--- src/hdl/taa_pkg.sv ---
// Shared types and constants for the triangle area accumulator.
// No dependencies; every other file imports this package.
package taa_pkg;

	localparam int COORD_W          = 16;  // port width of one coordinate field
	localparam int AREA_W           = 34;  // port width of double_area
	localparam int MESH_W           = 48;  // port width of mesh_total
	localparam int DEF_COORD_BITS   = 16;
	localparam int DEF_TOTAL_BITS   = 48;

	typedef struct packed {
		logic [COORD_W-1:0] ax;
		logic [COORD_W-1:0] ay;
		logic [COORD_W-1:0] az;
		logic [COORD_W-1:0] bx;
		logic [COORD_W-1:0] by_coord;
		logic [COORD_W-1:0] bz;
		logic [COORD_W-1:0] vx;
		logic [COORD_W-1:0] vy;
		logic [COORD_W-1:0] vz;
		logic               last_triangle;
	} taa_in_t;

	typedef struct packed {
		logic [AREA_W-1:0] double_area;
		logic [MESH_W-1:0] mesh_total;
		logic              total_saturated;
		logic              mesh_done;
	} taa_out_t;

	typedef enum logic [1:0] {
		ST_IDLE,
		ST_NORM,
		ST_ROOT,
		ST_ACC
	} taa_state_t;

	// what to do with the registered product in the next cycle
	typedef enum logic [2:0] {
		K_NONE,
		K_FIRST,
		K_SUB,
		K_LL,
		K_HL,
		K_HH
	} taa_kind_t;

endpackage

--- src/hdl/taa_if.sv ---
// Valid/ready channel interfaces for triangle items and result items.
// Depends on taa_pkg for the payload structs.
interface taa_in_if import taa_pkg::*; ();
	logic    valid;
	logic    ready;
	taa_in_t data;

	modport source (output valid, output data, input ready);
	modport sink   (input valid, input data, output ready);
endinterface

interface taa_out_if import taa_pkg::*; ();
	logic     valid;
	logic     ready;
	taa_out_t data;

	modport source (output valid, output data, input ready);
	modport sink   (input valid, input data, output ready);
endinterface

--- src/hdl/taa_norm.sv ---
// Squared cross-product norm: edge vectors, then cross and square terms
// through one shared registered multiplier. Depends on taa_pkg.
module taa_norm import taa_pkg::*; #(
	parameter  int COORD_BITS = DEF_COORD_BITS,
	localparam int RW         = 4*COORD_BITS + 4
) (
	input  logic          clk,
	input  logic          arst_n,
	input  logic          start,
	input  taa_in_t       tri_in,
	output logic          done,
	output logic [RW-1:0] radicand
);

	localparam int EW   = COORD_BITS + 1;     // edge
	localparam int MULW = COORD_BITS + 2;     // multiplier operand, signed
	localparam int PW   = 2*MULW;             // product
	localparam int MW   = 2*COORD_BITS + 1;   // cross magnitude
	localparam int LW   = COORD_BITS + 1;     // low split of magnitude

	localparam logic [2:0] STEP_P1   = 3'd0;
	localparam logic [2:0] STEP_P2   = 3'd1;
	localparam logic [2:0] STEP_DIFF = 3'd2;
	localparam logic [2:0] STEP_LL   = 3'd3;
	localparam logic [2:0] STEP_HL   = 3'd4;
	localparam logic [2:0] STEP_HH   = 3'd5;
	localparam logic [1:0] COMP_X    = 2'd0;
	localparam logic [1:0] COMP_Y    = 2'd1;
	localparam logic [1:0] COMP_Z    = 2'd2;

	function automatic logic signed [EW-1:0] sx(input logic [COORD_W-1:0] r);
		return EW'(signed'(r[COORD_BITS-1:0]));
	endfunction

	logic signed [EW-1:0]   e1x_q, e1y_q, e1z_q, e2x_q, e2y_q, e2z_q;
	logic                   busy_q, flush_q, done_q;
	logic [1:0]             comp_q;
	logic [2:0]             sub_q;
	taa_kind_t              kind_q, kind_d;
	logic signed [PW-1:0]   prod_q, acc_q;
	logic [MW-1:0]          mag_q;
	logic [RW-1:0]          rad_q;
	logic signed [EW-1:0]   p1a, p1b, p2a, p2b;
	logic signed [MULW-1:0] mul_a, mul_b, lo_op, hi_op;
	logic signed [PW-1:0]   diff, diff_neg;
	logic [RW-1:0]          prod_ext;

	assign lo_op    = signed'({1'b0, mag_q[LW-1:0]});
	assign hi_op    = signed'({2'b00, mag_q[MW-1:LW]});
	assign diff     = acc_q - prod_q;
	assign diff_neg = -diff;
	assign prod_ext = {{(RW-PW){1'b0}}, prod_q};

	// pair of products for the current cross component
	always_comb begin
		case (comp_q)
			COMP_X: begin
				p1a = e1y_q; p1b = e2z_q; p2a = e1z_q; p2b = e2y_q;
			end
			COMP_Y: begin
				p1a = e1z_q; p1b = e2x_q; p2a = e1x_q; p2b = e2z_q;
			end
			default: begin
				p1a = e1x_q; p1b = e2y_q; p2a = e1y_q; p2b = e2x_q;
			end
		endcase
	end

	always_comb begin
		mul_a  = '0;
		mul_b  = '0;
		kind_d = K_NONE;
		if (busy_q) begin
			case (sub_q)
				STEP_P1: begin
					mul_a = MULW'(p1a); mul_b = MULW'(p1b); kind_d = K_FIRST;
				end
				STEP_P2: begin
					mul_a = MULW'(p2a); mul_b = MULW'(p2b); kind_d = K_SUB;
				end
				STEP_DIFF: begin
					kind_d = K_NONE;  // waits for the magnitude
				end
				STEP_LL: begin
					mul_a = lo_op; mul_b = lo_op; kind_d = K_LL;
				end
				STEP_HL: begin
					mul_a = hi_op; mul_b = lo_op; kind_d = K_HL;
				end
				STEP_HH: begin
					mul_a = hi_op; mul_b = hi_op; kind_d = K_HH;
				end
				default: begin
					kind_d = K_NONE;
				end
			endcase
		end
	end

	always_ff @(posedge clk or negedge arst_n) begin
		if (!arst_n) begin
			busy_q  <= 1'b0;
			flush_q <= 1'b0;
			done_q  <= 1'b0;
			comp_q  <= COMP_X;
			sub_q   <= STEP_P1;
			kind_q  <= K_NONE;
		end else begin
			kind_q  <= kind_d;
			done_q  <= flush_q;
			flush_q <= 1'b0;
			if (start) begin
				busy_q <= 1'b1;
				comp_q <= COMP_X;
				sub_q  <= STEP_P1;
			end else if (busy_q) begin
				if (sub_q == STEP_HH) begin
					sub_q <= STEP_P1;
					if (comp_q == COMP_Z) begin
						busy_q  <= 1'b0;
						flush_q <= 1'b1;
					end else begin
						comp_q <= comp_q + 2'd1;
					end
				end else begin
					sub_q <= sub_q + 3'd1;
				end
			end
		end
	end

	always_ff @(posedge clk) begin
		prod_q <= PW'(mul_a * mul_b);
		if (start) begin
			e1x_q <= sx(tri_in.bx) - sx(tri_in.ax);
			e1y_q <= sx(tri_in.by_coord) - sx(tri_in.ay);
			e1z_q <= sx(tri_in.bz) - sx(tri_in.az);
			e2x_q <= sx(tri_in.vx) - sx(tri_in.ax);
			e2y_q <= sx(tri_in.vy) - sx(tri_in.ay);
			e2z_q <= sx(tri_in.vz) - sx(tri_in.az);
			rad_q <= '0;
		end else begin
			case (kind_q)
				K_FIRST: acc_q <= prod_q;
				K_SUB:   mag_q <= diff[PW-1] ? diff_neg[MW-1:0] : diff[MW-1:0];
				K_LL:    rad_q <= rad_q + prod_ext;
				K_HL:    rad_q <= rad_q + (prod_ext << (LW + 1));
				K_HH:    rad_q <= rad_q + (prod_ext << (2*LW));
				default: ;
			endcase
		end
	end

	assign done     = done_q;
	assign radicand = rad_q;

endmodule

--- src/hdl/taa_isqrt.sv ---
// Digit-serial floor square root: one radix-4 digit of the radicand per cycle,
// one root bit per cycle. Depends on taa_pkg for defaults.
module taa_isqrt import taa_pkg::*; #(
	parameter  int COORD_BITS = DEF_COORD_BITS,
	localparam int RW         = 4*COORD_BITS + 4,
	localparam int QW         = RW / 2
) (
	input  logic          clk,
	input  logic          arst_n,
	input  logic          start,
	input  logic [RW-1:0] radicand,
	output logic          done,
	output logic [QW-1:0] root
);

	localparam int CW = $clog2(QW);

	logic [RW-1:0] rad_q;
	logic [QW:0]   rem_q;
	logic [QW-1:0] root_q;
	logic [CW-1:0] cnt_q;
	logic          busy_q, done_q;
	logic [QW+2:0] rem_n, trial, rem_sub;
	logic          take;

	assign rem_n   = {rem_q, rad_q[RW-1:RW-2]};
	assign trial   = {1'b0, root_q, 2'b01};
	assign rem_sub = rem_n - trial;
	assign take    = (rem_n >= trial);

	always_ff @(posedge clk or negedge arst_n) begin
		if (!arst_n) begin
			busy_q <= 1'b0;
			done_q <= 1'b0;
			cnt_q  <= '0;
		end else begin
			done_q <= 1'b0;
			if (start) begin
				busy_q <= 1'b1;
				cnt_q  <= CW'(QW - 1);
			end else if (busy_q) begin
				cnt_q <= cnt_q - 1'b1;
				if (cnt_q == '0) begin
					busy_q <= 1'b0;
					done_q <= 1'b1;
				end
			end
		end
	end

	always_ff @(posedge clk) begin
		if (start) begin
			rad_q  <= radicand;
			rem_q  <= '0;
			root_q <= '0;
		end else if (busy_q) begin
			rad_q  <= {rad_q[RW-3:0], 2'b00};
			rem_q  <= take ? rem_sub[QW:0] : rem_n[QW:0];
			root_q <= {root_q[QW-2:0], take};
		end
	end

	assign done = done_q;
	assign root = root_q;

endmodule

--- src/hdl/triangle_area_accumulator.sv ---
// Top level: item sequencer, saturating mesh total and result register.
// Depends on taa_pkg, taa_if, taa_norm and taa_isqrt.
//
//   channel   dir  payload                                          accepted when
//   in_tri    in   ax..vz, last_triangle (taa_in_t)                 valid & ready
//   out_area  out  double_area, mesh_total, saturated, done         valid & ready
//
// One triangle at a time. After the item is taken, the result follows 18 steps of the
// shared multiplier plus flush, then 2*COORD_BITS+2 root steps, then the accumulate
// step.
// in_tri.ready is high only while no triangle is in flight; a held result does
// not block the next item, only its final accumulate waits for out_area.ready.
// Reset clears the sequencer, the running total and the saturation flag.
module triangle_area_accumulator import taa_pkg::*; #(
	parameter int COORD_BITS = DEF_COORD_BITS,
	parameter int TOTAL_BITS = DEF_TOTAL_BITS
) (
	input logic         clk,
	input logic         arst_n,
	taa_in_if.sink      in_tri,
	taa_out_if.source   out_area
);

	localparam int RW = 4*COORD_BITS + 4;
	localparam int QW = RW / 2;

	taa_state_t              state_q, state_d;
	logic                    in_fire, norm_done, root_done, out_load;
	logic [RW-1:0]           radicand;
	logic [QW-1:0]           root;
	logic                    last_q;
	logic [TOTAL_BITS-1:0]   total_q, new_total;
	logic                    flag_q, new_flag;
	logic [TOTAL_BITS:0]     sum;
	logic [TOTAL_BITS+MESH_W-1:0] total_wide;
	logic [QW+AREA_W-1:0]    area_wide;
	logic                    out_valid_q;
	taa_out_t                out_q;

	assign in_fire = in_tri.valid && in_tri.ready;

	taa_norm #(.COORD_BITS(COORD_BITS)) u_norm (
		.clk      (clk),
		.arst_n   (arst_n),
		.start    (in_fire),
		.tri_in   (in_tri.data),
		.done     (norm_done),
		.radicand (radicand)
	);

	taa_isqrt #(.COORD_BITS(COORD_BITS)) u_isqrt (
		.clk      (clk),
		.arst_n   (arst_n),
		.start    (norm_done),
		.radicand (radicand),
		.done     (root_done),
		.root     (root)
	);

	always_comb begin
		state_d = state_q;
		case (state_q)
			ST_IDLE: if (in_fire)   state_d = ST_NORM;
			ST_NORM: if (norm_done) state_d = ST_ROOT;
			ST_ROOT: if (root_done) state_d = ST_ACC;
			ST_ACC:  if (out_load)  state_d = ST_IDLE;
			default: state_d = ST_IDLE;
		endcase
	end

	always_comb begin
		in_tri.ready = 1'b0;
		out_load     = 1'b0;
		case (state_q)
			ST_IDLE: in_tri.ready = 1'b1;
			ST_ACC:  out_load     = !out_valid_q || out_area.ready;
			default: ;
		endcase
	end

	// saturating add of this area into the mesh total
	assign sum        = {1'b0, total_q} + (TOTAL_BITS + 1)'(root);
	assign new_total  = sum[TOTAL_BITS] ? '1 : sum[TOTAL_BITS-1:0];
	assign new_flag   = flag_q | sum[TOTAL_BITS];
	assign total_wide = {{MESH_W{1'b0}}, new_total};
	assign area_wide  = {{AREA_W{1'b0}}, root};

	always_ff @(posedge clk or negedge arst_n) begin
		if (!arst_n) begin
			state_q     <= ST_IDLE;
			out_valid_q <= 1'b0;
			total_q     <= '0;
			flag_q      <= 1'b0;
		end else begin
			state_q <= state_d;
			if (out_load) begin
				out_valid_q <= 1'b1;
				total_q     <= last_q ? '0 : new_total;
				flag_q      <= last_q ? 1'b0 : new_flag;
			end else if (out_area.ready) begin
				out_valid_q <= 1'b0;
			end
		end
	end

	always_ff @(posedge clk) begin
		if (in_fire) begin
			last_q <= in_tri.data.last_triangle;
		end
		if (out_load) begin
			out_q.double_area     <= area_wide[AREA_W-1:0];
			out_q.mesh_total      <= total_wide[MESH_W-1:0];
			out_q.total_saturated <= new_flag;
			out_q.mesh_done       <= last_q;
		end
	end

	assign out_area.valid = out_valid_q;
	assign out_area.data  = out_q;

endmodule

--- src/flat_wrapper.sv ---
// flat-port wrapper written by rule: the top's interface ports become plain ports
module triangle_area_accumulator_flat import taa_pkg::*;
#(
	parameter int COORD_BITS = DEF_COORD_BITS,
	parameter int TOTAL_BITS = DEF_TOTAL_BITS
)
  (clk, arst_n, in_tri_valid, in_tri_data, in_tri_ready, out_area_valid, out_area_data, out_area_ready);
  taa_in_if in_tri_i ();
  taa_out_if out_area_i ();
  input logic clk;
  input logic arst_n;
  input wire logic [$bits(in_tri_i.valid)-1:0] in_tri_valid;
  input wire logic [$bits(in_tri_i.data)-1:0] in_tri_data;
  output wire logic [$bits(in_tri_i.ready)-1:0] in_tri_ready;
  output wire logic [$bits(out_area_i.valid)-1:0] out_area_valid;
  output wire logic [$bits(out_area_i.data)-1:0] out_area_data;
  input wire logic [$bits(out_area_i.ready)-1:0] out_area_ready;
  assign in_tri_i.valid = in_tri_valid;
  assign in_tri_i.data = in_tri_data;
  assign in_tri_ready = in_tri_i.ready;
  assign out_area_valid = out_area_i.valid;
  assign out_area_data = out_area_i.data;
  assign out_area_i.ready = out_area_ready;
  triangle_area_accumulator #(.COORD_BITS(COORD_BITS), .TOTAL_BITS(TOTAL_BITS)) u_core (.clk(clk), .arst_n(arst_n), .in_tri(in_tri_i), .out_area(out_area_i));
endmodule
--- config.mk ---
export PLATFORM = sky130hd
export DESIGN_NAME = triangle_area_accumulator_flat
export DESIGN_NICKNAME = d
export VERILOG_FILES = /design/src/hdl/taa_pkg.sv /design/src/hdl/taa_if.sv /design/src/hdl/taa_norm.sv /design/src/hdl/taa_isqrt.sv /design/src/hdl/triangle_area_accumulator.sv /design/src/flat_wrapper.sv
export SDC_FILE = /design/constraint.sdc
export NUM_CORES = 2
export LEC_CHECK = 0
export ABC_AREA = 0
export BUFFER_PORTS_ARGS = -buffer_cell sky130_fd_sc_hd__buf_2
export CAP_MARGIN = 25
export CORE_MARGIN = 4
export CORE_UTILIZATION = 35
export CTS_CLUSTER_SIZE = 20
export DETAILED_ROUTE_END_ITERATION = 8
export SYNTH_ARGS = -nofsm -noshare
export SYNTH_HDL_FRONTEND = slang
export SYNTH_SLANG_ARGS = --single-unit
--- constraint.sdc ---
create_clock -name clk -period 9.96 [get_ports clk]
set_input_delay 1.992 -clock clk [delete_from_list [all_inputs] [get_ports clk]]
set_output_delay 1.992 -clock clk [all_outputs]
set_load 0.005 [all_outputs]
==> key figures <==
Yosys
  – Average footprint of a synthesized cell: 9.01 um2
  – Number of cells produced by synthesis: 5649
  – Yosys reg bits: 568
  – Netlist area before placement: 50900 um2
  – Yosys warning total: 0
  – Largest family of logic cells by synthesized area: adder cells
  – Predominant post-synthesis flop cell: sky130_fd_sc_hd__edfxtp_1
  – Distinct cells, synth: 89
  – Number of nets in the synthesized netlist: 6548
  – Async set-reset flop share out of synthesis: 12.5%
  – Synth Area in Simple Gates: 13.9%
  – Share of the synthesized netlist area taken by xor and xnor gates: 5.70%
  – Complex-gate fraction of the synthesized area: 17.9%
  – Multiplexer share of the synthesized area: 2.99%
  – Adder-cell area share of the yosys netlist: 23.5%
  – Share of synthesized area occupied by flip-flops and latches: 29.4%
  – Number of enable flip-flop cells after synthesis: 324

GRT
  – Global-route usage over all layers: 19.7%
  – Total grt overflow: 0
  – Antenna violations before repair: 4
  – Maximum number of pins on one net before global-route repair: 82
  – First-pass GRT wire length: 237000 um
  – Number of global-route vias before repair: 40900

Timing
  – Final critical-path share of the clock period: 92.3%
  – Minimum clock period after layout: 9.20 ns
  – Transition time of the tightest slew-check pin: 1.11 ns
  – Final number of max-transition violations: 0
  – Unrepaired setup endpoints after global routing: false
  – Worst Clk Skew: 0.0366 ns
  – Post-route setup TNS: 0 ns
  – Number of hold violations in the final report: 0
  – Headroom to the max-slew limit: 25.5%
  – Setup-violating endpoint count in the final report: 0
  – Highest clock rate: 0.109 GHz
  – Minimum hold slack: 0.348 ns

Status
  – Outcome: completed

CTS
  – Number of buffers created by CTS: 69
  – H-tree Lvls: 3
  – Root buffer cell: sky130_fd_sc_hd__clkbuf_16
  – Count of instances resized after the clock tree is built: 0
  – Number of buffers inserted to repair setup after CTS: 0
  – Maximum clock insertion buffer count: 3
  – Number of hold buffers added after CTS: 0
  – Insertion delay to the later sink of the worst-skew pair: 0.68 ns
  – Total clock sinks: 568
  – Clock tree from TritonCTS: yes
  – Clock transition at path regs: 0.06 ns

Setup path
  – Cell type group with the largest total delay on the critical path: adder cells
  – CP dominant cell by count: sky130_fd_sc_hd__inv_1
  – Maximum fanout encountered on the critical timing path: 26
  – Required time worst endpoint: 10.54 ns
  – Crit path largest cell delay: 0.74 ns
  – Critical Path End Type: register
  – Worst EP arrival: 9.78 ns
  – CP startpoint kind: register
  – Worst path bufs/invs: 8
  – Slowest-stage cell, CP: sky130_fd_sc_hd__dfrtp_1
  – Worst Path Class, Setup: reg -> reg

Routing
  – ANT nets after route: 0
  – Total vias in the final route: 41800
  – Avg Vias per Cell: 5.38
  – Iteration count of the initial detailed-routing pass: 6
  – Routed length per placed instance: 19.5 um
  – Iter 0 DRT Violations: 3572
  – Post-route DRC: 0
  – Sum of routed wire length over all layers: 152000 um

Power
  – Proportion of power drawn by the clock network: 48.3%
  – Switching power total: 1.26 mW
  – Power share of the sequential group: 45.9%
  – Leak: 25.8 nW
  – Peak VDD IR: 0.109 mV
  – Total power: 5.42 mW
  – PD cells: 95.8 nW/um2
  – Comb pwr share: 5.8%
  – Switching portion of total power: 23.3%
  – Internal cell power: 4.15 mW

Floorplan
  – Width of the die: 389 um
  – Die H: 389 um
  – Starting Density: 35.3%
  – Count of standard-cell rows: 139
  – Full die area: 152000 um2
  – Area of the core: 144000 um2
  – I/O pin total: 235

Final layout
  – NumNets Final: 6704
  – Layout cells sized above 1: 9.44%
  – Final core utilization: 39.2%
  – Layout area overhead: 11.1%
  – Count of inserted antenna diode cells: 0
  – Post-layout instance count excluding filler cells: 7764

Place
  – Total placed cells including tap cells: 7637
  – Half-perimeter wire length after detailed placement: 118000 um
  – Number of input and output port buffers inserted: 234
  – Final GP Congestion: 0.954

Flow run
  – Max-capacitance violation count: 0

Hold path
  – Type of the worst min-delay path: reg -> reg
layer usage:
metal	GRT usage [%]	part of all wire (%)	routed length [um]	vias to the layer above
li1	-	-	-	20000
met3	2.68	6.2	9410	245
met4	6.55	3.4	5190	2
met2	32.3	46	69700	1305
met5	0	0.011	17	-
met1	26.9	44	67400	20300
cells in the final DEF, fill, tap and decap left out, drive strengths merged, types with 29 or more instances in the layout:
cell    netlist  layout
inv         687     693
nand2       546     546
nor2        529     529
ha          410     410
a21oi       377     377
fa          340     340
edfxtp      324     324
buf          25     299
o21ai       263     263
xnor2       241     241
dfxtp       173     173
a21o        132     132
nand3       101     101
clkbuf      189      92
xor2         90      90
nor3         78      78
mux2         75      75
dfrtp        71      71
a211oi       68      68
mux2i        61      61
a31oi        61      61
o21a         58      58
a22oi        54      54
a22o         48      48
nor2b        47      47
and3         46      46
nand4        44      44
nand2b       43      43
o21bai       41      41
and2         32      32
or3          29      29
a221oi       29      29
kinds of logic (layout without fill, tap and decap cells):
logic type,count (synthesis),count (layout)
XOR/XNOR,331,331
flip-flops,568,568
AND/OR/NAND/NOR,1577,1577
AO/OA/AOI/OAI,1380,1380
adder cells (fa/ha/maj),750,750
multiplexers,139,139
buffers and inverters,904,1116
state kept, by name, summed over array words and instances (netlist names), 6 cells and up:
register,cells
u_core.out_area.data,84
u_core.total_q,48
u_core.u_isqrt.cnt_q,6
u_core.u_isqrt.rad_q,68
u_core.u_isqrt.rem_q,35
u_core.u_isqrt.root,34
u_core.u_norm.acc_q,36
u_core.u_norm.e1x_q,17
u_core.u_norm.e1y_q,17
u_core.u_norm.e1z_q,17
u_core.u_norm.e2x_q,17
u_core.u_norm.e2y_q,17
u_core.u_norm.e2z_q,17
u_core.u_norm.mag_q,33
u_core.u_norm.prod_q,36
u_core.u_norm.radicand,68
worst reg2reg max path, delay by kind of cell, from the launching register on:
family | cells | cell delay (ns)
flip-flops | 1 | 0.74
AO/OA/AOI/OAI | 8 | 2.08
adder cells (fa/ha/maj) | 8 | 4.29
buffers and inverters | 8 | 1.12
XOR/XNOR | 1 | 0.13
AND/OR/NAND/NOR | 3 | 0.76
power groups by stage:
stage | clock network (mW) | logic [mW] | registers, mW
detailed placement | 0 | 0.316 | 2.53
floorplan | 0 | 0.205 | 2.53
finish | 2.62 | 0.316 | 2.48
global placement | 0 | 0.310 | 2.53
global route | 2.78 | 0.355 | 2.48
CTS | 2.68 | 0.317 | 2.48
final timing paths:
check                                                    from                               end  slack [ns]  cells past startpoint
setup / recovery           u_core.u_norm.sub_q[1]$_DFFE_PN0P_  u_core.u_norm.prod_q[33]$_DFF_P_        0.76                     28
hold / removal                u_core.u_norm.flush_q$_DFF_PN0_      u_core.u_norm.done$_DFF_PN0_        0.35                      0
setup reg to reg           u_core.u_norm.sub_q[1]$_DFFE_PN0P_  u_core.u_norm.prod_q[33]$_DFF_P_        0.76                     28
hold reg to reg               u_core.u_norm.flush_q$_DFF_PN0_      u_core.u_norm.done$_DFF_PN0_        0.35                      0
max in group asynchronous                              arst_n   u_core.u_isqrt.busy_q$_DFF_PN0_        7.51                      2
min in group asynchronous                              arst_n    u_core.total_q[45]$_DFFE_PN0P_        1.24                      1
cell type report:
class | instances | area, um2
Fill cell | 14400 | 87500
Multi-Input combinational cell | 4177 | 32500
Sequential cell | 568 | 15000
Inverter | 690 | 2600
Tap cell | 1903 | 2380
Clock buffer | 92 | 1960
Timing Repair Buffer | 299 | 1660
Clock inverter | 35 | 390
stage by stage:
| step | area [um2] | setup slack, ns |
|---|---|---|
| after global routing | 56500 | 0.0830 |
| after floorplan | 50900 | 1.76 |
| after global placement | 54200 | 0.976 |
| after CTS | 56500 | 0.775 |
| after detailed placement | 54200 | 0.861 |
| final | 56500 | 0.763 |
synthesized netlist by cell type (132+ instances only):
library cell               instances  area share [%]
sky130_fd_sc_hd__dfxtp_1         173             6.8
sky130_fd_sc_hd__xnor2_1         241             4.1
sky130_fd_sc_hd__clkbuf_1        189             1.4
sky130_fd_sc_hd__edfxtp_1        324              19
sky130_fd_sc_hd__ha_1            410              10
sky130_fd_sc_hd__o21ai_0         233             2.3
sky130_fd_sc_hd__fa_1            340              13
sky130_fd_sc_hd__a21oi_1         377             3.7
sky130_fd_sc_hd__a21o_1          132             1.9
sky130_fd_sc_hd__nand2_1         546             4.0
sky130_fd_sc_hd__nor2_1          529             3.9
sky130_fd_sc_hd__inv_1           687             5.1
(Power assumes the default switching activity.)
